**src/rtl/disk_noise_sample_player_top_assert.svh**
```systemverilog
// Assertion macros shared by the drive-noise sample player RTL.
// Depends on a clock named clk and a reset named rst in the including module.
`ifndef DISK_NOISE_SAMPLE_PLAYER_TOP_ASSERT_SVH
`define DISK_NOISE_SAMPLE_PLAYER_TOP_ASSERT_SVH

// Checked only outside reset.
`define DNSP_ASSERT(lbl, prop, msg) \
  lbl: assert property (@(posedge clk) disable iff (rst) prop) else $error(msg);

// Checked at every edge, reset included.
`define DNSP_ASSERT_ALWAYS(lbl, prop, msg) \
  lbl: assert property (@(posedge clk) prop) else $error(msg);

`endif

```
**src/rtl/dnsp_pkg.sv**
```systemverilog
// Shared types and constants of the drive-noise sample player.
// Used by the controller, the datapath and the top level.
`timescale 1ns / 1ps
`default_nettype none

package dnsp_pkg;

  localparam int MEM_AW     = 16;
  localparam int MEM_WORDS  = 1 << MEM_AW;
  localparam int SEEK_SLOTS = 9;
  localparam int SLOT_W     = 4;
  localparam int SLOT_WEIGHT_BASE = 10;
  localparam int TOTAL_W    = 6;
  localparam int RND_W      = 15;
  localparam int LEN_W      = 17;
  localparam int CNT_W      = 4;
  localparam int CFG_IDX_W  = 3;
  localparam int CFG_DATA_W = 17;
  localparam int OP_W       = 4;

  localparam logic [15:0] GAIN_MAX   = 16'd32768;
  localparam logic [15:0] GAIN_RESET = 16'd6554;

  localparam logic [1:0] CMD_TICK  = 2'd0;
  localparam logic [1:0] CMD_EVENT = 2'd1;
  localparam logic [1:0] CMD_WRITE = 2'd2;
  localparam logic [1:0] CMD_SLOT  = 2'd3;

  localparam logic [CFG_IDX_W-1:0] REG_NOISE_ENABLE   = 3'd0;
  localparam logic [CFG_IDX_W-1:0] REG_SPIN_LOOP      = 3'd1;
  localparam logic [CFG_IDX_W-1:0] REG_SPIN_UP_START  = 3'd2;
  localparam logic [CFG_IDX_W-1:0] REG_SPIN_UP_LENGTH = 3'd3;
  localparam logic [CFG_IDX_W-1:0] REG_SPIN_START     = 3'd4;
  localparam logic [CFG_IDX_W-1:0] REG_SPIN_LENGTH    = 3'd5;
  localparam logic [CFG_IDX_W-1:0] REG_VOICE_GAIN     = 3'd6;

  localparam logic [OP_W-1:0] OP_NONE     = 4'd0;
  localparam logic [OP_W-1:0] OP_LATCH    = 4'd1;
  localparam logic [OP_W-1:0] OP_RD_A     = 4'd2;
  localparam logic [OP_W-1:0] OP_RD_S     = 4'd3;
  localparam logic [OP_W-1:0] OP_MUL_S    = 4'd4;
  localparam logic [OP_W-1:0] OP_ACC      = 4'd5;
  localparam logic [OP_W-1:0] OP_TICK_END = 4'd6;
  localparam logic [OP_W-1:0] OP_WRITE    = 4'd7;
  localparam logic [OP_W-1:0] OP_SLOT     = 4'd8;
  localparam logic [OP_W-1:0] OP_EV_START = 4'd9;
  localparam logic [OP_W-1:0] OP_EV_SUM   = 4'd10;
  localparam logic [OP_W-1:0] OP_DIV      = 4'd11;
  localparam logic [OP_W-1:0] OP_PICK     = 4'd12;
  localparam logic [OP_W-1:0] OP_APPLY    = 4'd13;

  typedef struct packed {
    logic [OP_W-1:0]   op;
    logic [SLOT_W-1:0] idx;
  } dp_cmd_t;

  typedef struct packed {
    logic total_zero;
  } dp_status_t;

endpackage

`default_nettype wire

```
**src/rtl/dnsp_ctrl.sv**
```systemverilog
// Controller of the drive-noise sample player: sequences each transaction through the datapath.
// Depends on dnsp_pkg and the assertion macro header.
`timescale 1ns / 1ps
`default_nettype none
`include "disk_noise_sample_player_top_assert.svh"

module dnsp_ctrl (
  input  logic                 clk,
  input  logic                 rst,
  input  logic                 in_valid,
  output logic                 in_stall,
  input  logic [1:0]           cmd,
  output logic                 out_valid,
  input  logic                 out_stall,
  output dnsp_pkg::dp_cmd_t    dp_cmd,
  input  dnsp_pkg::dp_status_t dp_status
);
  import dnsp_pkg::*;

  localparam logic [3:0] S_IDLE     = 4'd0;
  localparam logic [3:0] S_RD_A     = 4'd1;
  localparam logic [3:0] S_RD_S     = 4'd2;
  localparam logic [3:0] S_MUL_S    = 4'd3;
  localparam logic [3:0] S_ACC      = 4'd4;
  localparam logic [3:0] S_OUT      = 4'd5;
  localparam logic [3:0] S_WR       = 4'd6;
  localparam logic [3:0] S_SLOT     = 4'd7;
  localparam logic [3:0] S_EV_START = 4'd8;
  localparam logic [3:0] S_EV_SUM   = 4'd9;
  localparam logic [3:0] S_EV_CHECK = 4'd10;
  localparam logic [3:0] S_EV_DIV   = 4'd11;
  localparam logic [3:0] S_EV_PICK  = 4'd12;
  localparam logic [3:0] S_EV_APPLY = 4'd13;

  logic [3:0]       state;
  logic [3:0]       state_next;
  logic [CNT_W-1:0] cnt;
  logic [CNT_W-1:0] cnt_next;
  logic             out_free;
  logic             out_load;

  assign in_stall = (state != S_IDLE);
  assign out_free = !out_valid || !out_stall;
  assign out_load = (state == S_OUT) && out_free;

  always_comb begin
    state_next = state;
    cnt_next   = cnt;
    dp_cmd.op  = OP_NONE;
    dp_cmd.idx = cnt[SLOT_W-1:0];
    case (state)
      S_IDLE: begin
        if (in_valid) begin
          dp_cmd.op = OP_LATCH;
          case (cmd)
            CMD_TICK:  state_next = S_RD_A;
            CMD_EVENT: state_next = S_EV_START;
            CMD_WRITE: state_next = S_WR;
            default:   state_next = S_SLOT;
          endcase
        end
      end
      S_RD_A: begin
        dp_cmd.op  = OP_RD_A;
        state_next = S_RD_S;
      end
      S_RD_S: begin
        dp_cmd.op  = OP_RD_S;
        state_next = S_MUL_S;
      end
      S_MUL_S: begin
        dp_cmd.op  = OP_MUL_S;
        state_next = S_ACC;
      end
      S_ACC: begin
        dp_cmd.op  = OP_ACC;
        state_next = S_OUT;
      end
      S_OUT: begin
        if (out_free) begin
          dp_cmd.op  = OP_TICK_END;
          state_next = S_IDLE;
        end
      end
      S_WR: begin
        dp_cmd.op  = OP_WRITE;
        state_next = S_IDLE;
      end
      S_SLOT: begin
        dp_cmd.op  = OP_SLOT;
        state_next = S_IDLE;
      end
      S_EV_START: begin
        dp_cmd.op  = OP_EV_START;
        cnt_next   = '0;
        state_next = S_EV_SUM;
      end
      S_EV_SUM: begin
        dp_cmd.op = OP_EV_SUM;
        if (cnt == CNT_W'(SEEK_SLOTS - 1)) begin
          cnt_next   = '0;
          state_next = S_EV_CHECK;
        end else begin
          cnt_next = cnt + 1'b1;
        end
      end
      S_EV_CHECK: begin
        state_next = dp_status.total_zero ? S_IDLE : S_EV_DIV;
      end
      S_EV_DIV: begin
        dp_cmd.op = OP_DIV;
        if (cnt == CNT_W'(RND_W - 1)) begin
          cnt_next   = '0;
          state_next = S_EV_PICK;
        end else begin
          cnt_next = cnt + 1'b1;
        end
      end
      S_EV_PICK: begin
        dp_cmd.op = OP_PICK;
        if (cnt == CNT_W'(SEEK_SLOTS - 1)) begin
          cnt_next   = '0;
          state_next = S_EV_APPLY;
        end else begin
          cnt_next = cnt + 1'b1;
        end
      end
      S_EV_APPLY: begin
        dp_cmd.op  = OP_APPLY;
        state_next = S_IDLE;
      end
      default: begin
        state_next = S_IDLE;
      end
    endcase
  end

  always_ff @(posedge clk) begin
    if (rst) begin
      state     <= S_IDLE;
      cnt       <= '0;
      out_valid <= 1'b0;
    end else begin
      state <= state_next;
      cnt   <= cnt_next;
      if (out_load) begin
        out_valid <= 1'b1;
      end else if (out_valid && !out_stall) begin
        out_valid <= 1'b0;
      end
    end
  end

  `DNSP_ASSERT_ALWAYS(a_reset_idle, rst |=> (state == S_IDLE) && !out_valid, "reset left work pending")
  `DNSP_ASSERT(a_accept_leaves_idle, (in_valid && !in_stall) |=> (state != S_IDLE), "accepted transaction not started")
  `DNSP_ASSERT(a_tick_gives_result, out_load |=> out_valid, "finished tick produced no result")
  `DNSP_ASSERT(a_walk_in_range, ((state == S_EV_SUM) || (state == S_EV_PICK)) |-> (cnt < CNT_W'(SEEK_SLOTS)), "slot walk out of range")

endmodule

`default_nettype wire

```
**config.mk**
```make
export PLATFORM = sky130hd
export DESIGN_NAME = dnsp_ctrl
export DESIGN_NICKNAME = d
export VERILOG_FILES = /design/src/rtl/dnsp_pkg.sv /design/src/rtl/dnsp_ctrl.sv
export VERILOG_INCLUDE_DIRS = /design/src /design/src/rtl
export SDC_FILE = /design/constraint.sdc
export NUM_CORES = 1
export LEC_CHECK = 0
export CAP_MARGIN = 0
export CORE_MARGIN = 1.5
export CORE_UTILIZATION = 51
export CTS_CLUSTER_SIZE = 25
export DETAILED_ROUTE_END_ITERATION = 10
export DONT_BUFFER_PORTS = 1
export PLACE_DENSITY = 0.72
export SLEW_MARGIN = 5
export SYNTH_ARGS = -nofsm -noshare
export SYNTH_HDL_FRONTEND = slang
export SYNTH_SLANG_ARGS = --single-unit
```
**constraint.sdc**
```tcl
create_clock -name clk -period 2.2 [get_ports clk]
set_input_delay 0.11 -clock clk [delete_from_list [all_inputs] [get_ports clk]]
set_output_delay 0.11 -clock clk [all_outputs]
set_load 0.02 [all_outputs]
```
## Word level (Yosys, flattened, before mapping)

Cells that the tools add are included.

- Eq/ne operators: 22
- Add/sub/neg operators: 1
- Multiplexer cells: 16
- Reduce and logical (&&, ||, !) cells: 12

Operators by type and width:

| kind | count |
|---|---|
| 4-bit one-hot mux with 13 select lines | 1 |
| 4-bit one-hot mux with 11 select lines | 1 |
| 4-bit == test, second input constant | 8 |
| 4-bit 2-to-1 mux | 8 |
| 4-bit one-hot mux with 3 select lines | 2 |
| 4-bit by 3-bit == test with 1-bit output, second input constant | 4 |
| 2-bit inequality test, second input constant | 5 |
| 4-bit by 2-bit == test with 1-bit output, second input constant | 2 |
| 5-bit AND reduction | 1 |
| 4-bit by 1-bit adder with 4-bit output, second input constant | 1 |
| 4-bit by 1-bit == test with 1-bit output, second input constant | 1 |
| 4-bit logical NOT | 1 |
| 4-bit nonzero test | 1 |
| 1-bit 2-to-1 mux | 3 |
| 3-bit 2-to-1 mux | 1 |
| 3-bit nonzero test | 1 |
| 2-bit by 1-bit == test with 1-bit output, second input constant | 1 |
| 2-bit == test, second input constant | 1 |
| 1-bit logical AND | 2 |
| 1-bit logical NOT | 2 |
| 2-bit logical NOT | 1 |
| 2-bit nonzero test | 1 |
| 2-bit OR reduction | 1 |
| 1-bit logical OR | 1 |

- Bits of input ports: 7
- Register bits: 9
- Output and inout bits: 10
- Word-level logic and storage cells: 54

## Depth between registers and ports, before layout

- Word-level depth: 4
- Depth in mapped cells: 7
- Mapped depth without buffers: 7

## Worst setup path before layout

Ideal clock, no wire load.

- Kind: register to register
- Start point: register cnt[0]
- End point: register cnt[2]
- Buffers on the path: 0
- Required time: 2.109 ns
- Clock period less this slack: 1.711 ns
- Data arrival time: 1.621 ns
- Cell stages (with the launch flop): 8
- Setup time: 0.091 ns
- Path slack: 0.489 ns
- Path through: dfxtp_1 inv_1 ha_1 nand2_1 o21ai_1 o31ai_2 a21oi_1 a311oi_1

- Cells in the longest elaborated chain, start to end: 3
- Elaborated cells on any way between the ends: 6
- Classes of those cells: add/sub: 1; eq/ne: 2; mux: 3

Ends and longest elaborated chain:

| what | line | RTL |
|---|---|---|
| start, declared | dnsp_ctrl.sv:37 | `logic [CNT_W-1:0] cnt;` |
| start signal, assigned | dnsp_ctrl.sv:145 | `cnt <= cnt_next;` |
| 4-bit by 1-bit adder with 4-bit output, or another cell as far along | dnsp_ctrl.sv:104, dnsp_ctrl.sv:116, dnsp_ctrl.sv:125 |  |
| 4-bit 2-to-1 mux, on equally long branches | dnsp_ctrl.sv:100, dnsp_ctrl.sv:121, dnsp_ctrl.sv:112 |  |
| 4-bit one-hot mux with 3 select lines * | dnsp_ctrl.sv:51 | `case (state)` |

Mark *: on every way between the ends. The rest lies on a longest branch, timed or not.
A chain may end at the register's enable or synchronous reset.

## Final worst setup path

Same ends and word-level chain as after synthesis.

==> run metrics <==
ratio of cells with drive above 1 in the final layout=0.105; Slew @ Worst Pin=0.577 ns; row count=13; prevailing post-synth register cell=dfxtp_1; M3 GR Usage=0.0904; Syn Std Cell Area=749 µm²; CP arrival=2.16 ns; Resized cells post-CTS=0; Worst setup SP type=flop; yosys warns=0; GRT met2 Usage=0.449; Worst Hold Class=in -> reg; Cell Pwr Density=1320 nW/µm²; clock-pin slew on the worst setup and hold paths=0.06 ns; DR vias=766; pre-CTS setup slack=0.258 ns; DRC viols=0; initial antenna violation count=0; vias in the first global route=660; core area=1330 µm²; cell count after synthesis=103; Tot GR Track Use=0.244; Max FO, Critical Path=8; final WL=1.82 mm; gr ovfl total=0; ANT cells=0; most common cell after layout, fill and taps aside=nor2_1; Syn-to-layout area delta=7.01%; buffer depth of the longest clock path=2; crit path max-delay cell type=o31ai_2; Max rail drop VDD=0.600 mV; fin crit share=0.907; LEAKAGE=0.000307 µW; largest net degree at the start of global routing=21; Distinct cells, synth=34; post-synthesis async set-or-reset flop share=0; Rel. slew slack=0.613; crit path time final=2.00 ns; Worst path max stage delay=0.51 ns; Iteration-0 DRC Markers=21; synthesized flop and latch total=9; fin util=0.601; first-pass GRT wire length=2.72 mm; status=finished, final reports clean; Via density=6.38; Clock Latency Late Sink=0.26 ns; TritonCTS Buffers=3; GPL Wtd Cong=0.867; Boundary Pins=17; Worst setup EP type=flop; chip width=41.3 µm; WS Path Type=reg -> reg; met1 Use GR=0.260; antenna viol nets, final=0; Setup violations, final=0; Fmax=501 MHz; CTS tree=done; Clock Sink Count=9; Fill cells=145; Setup Skew=0.000311 ns; number of port buffers=0; Final Max Slew Viols=0; Die H=41.3 µm; first drt pass iteration count=4; post-CTS setup buffer count=0; NumNets Final=119; root cell of the clock tree=clkbuf_4; WP data required=2.37 ns; H-tree levels=1; syn nets=116; dpl hpwl=1.33 mm; worst setup margin=0.204 ns; Max-Cap Viols=0; GRT Max-Usage Layer=met2; RSZ-0062 raised after global routing=false; Die Footprint=1710 µm²; average size of a mapped cell=7.28 µm²; Seq/Total Area, Yosys=0.240; final hold violation count=0; Critical Path, Cell by Cell=inv_1 > ha_1 > nand2_1 > o21ai_1 > o31ai_2 > a21oi_1 > a311oi_1; commonest cells after routing, fill and taps aside=nor2_1 (13), dfxtp_1 (9), nand2_1 (8), a21oi_1 (8); Fin Setup TNS=0 ns; EDFF count, synth=0; Initial Util=0.562; routed length per placed instance=15.1 µm
-- metal layers --
| layer | part of all wire | vias up |
|---|---|---|
| met3 | 0.081 | 2 |
| met4 | 0.0039 | 0 |
| met2 | 0.50 | 37 |
| met1 | 0.42 | 349 |
| met5 | 0 | - |
| li1 | - | 378 |
-- power breakdown --
group	switching, µW	leakage, µW	internal (µW)
Clock	54.9	0.0000150	69.7
Sequential	118	0.0000732	199
Combinational	378	0.000219	241
Total	551	0.000307	509
-- flip-flops by register name, indices dropped and copies added, names as in the netlist --
signal,flops
state,4
cnt,4
out_valid,1
-- area by class of cell --
type                       count  area [µm²]  area share
timing repair buffer           5        40.0      0.0499
clock buffer                   4        26.3      0.0328
multi-input combinational     79         505       0.630
tap                           15        18.8      0.0234
sequential                     9         180       0.225
inverter                       8        31.3      0.0390
-- repair_timing --
item | 4_1_cts | 5_1_grt
setup endpoints to repair | 0 | 0
hold buffers | 1 | 0
hold endpoints to repair | 9 | 0
-- worst max-delay path: cells and delay by family, from the launching register on --
kind                       cells  cell delay, ns
AOI/OAI and AO/OA              4            0.99
DFF                            1            0.50
adders and majority gates      1            0.21
buffers and inverters          1            0.14
and+or+nand+nor                1            0.06
-- cell usage after synthesis, drive strengths merged (2+ instances only) --
| cell | number | area (µm²) |
|---|---|---|
| nor2 | 13 | 48.8 |
| dfxtp | 9 | 180 |
| o21ai | 9 | 45.0 |
| a21oi | 8 | 40.0 |
| nand2 | 8 | 30.0 |
| buf | 7 | 32.5 |
| inv | 7 | 26.3 |
| ha | 6 | 75.1 |
| nand3 | 5 | 25.0 |
| a22o | 3 | 26.3 |
| nor2b | 3 | 18.8 |
| nor3 | 3 | 15.0 |
| a32oi | 2 | 17.5 |
| o22ai | 2 | 12.5 |
-- final timing paths --
| kind | start | to | slack [ns] | depth (start not counted) |
|---|---|---|---|---|
| worst min register to register | cnt[2] | cnt[2] | 0.59 | 1 |
| worst max-delay path | cnt[0] | cnt[2] | 0.20 | 7 |
| worst max register to register | cnt[0] | cnt[2] | 0.20 | 7 |
| worst min-delay path | out_stall | out_valid | 0.08 | 2 |
-- through the flow --
| stage | area, µm² | total power [µW] | cells | hold WS (ns) |
|---|---|---|---|---|
| 5_1_grt | 802 | 1140 | 120 | 0.0730 |
| 6_report | 802 | 1060 | 120 | 0.0778 |
| 2_1_floorplan | 749 | 795 | 103 | 0.298 |
| 3_5_place_dp | 766 | 924 | 115 | 0.182 |
| 3_3_place_gp | 766 | 905 | 115 | 0.182 |
| 4_1_cts | 802 | 1060 | 120 | 0.0747 |
-- kinds of logic (layout without fill, tap and decap cells) --
kind of cell | Yosys count | in the layout | share of synthesized area
AOI/OAI and AO/OA | 34 | 34 | 0.307
xor gates and xnor gates | 1 | 1 | 0.0117
adders and majority gates | 6 | 6 | 0.100
buffers and inverters | 15 | 17 | 0.0851
DFF | 9 | 9 | 0.240
muxes | 2 | 2 | 0.0284
and+or+nand+nor | 36 | 36 | 0.227
Note: power is estimated with default switching activity, not from simulation.
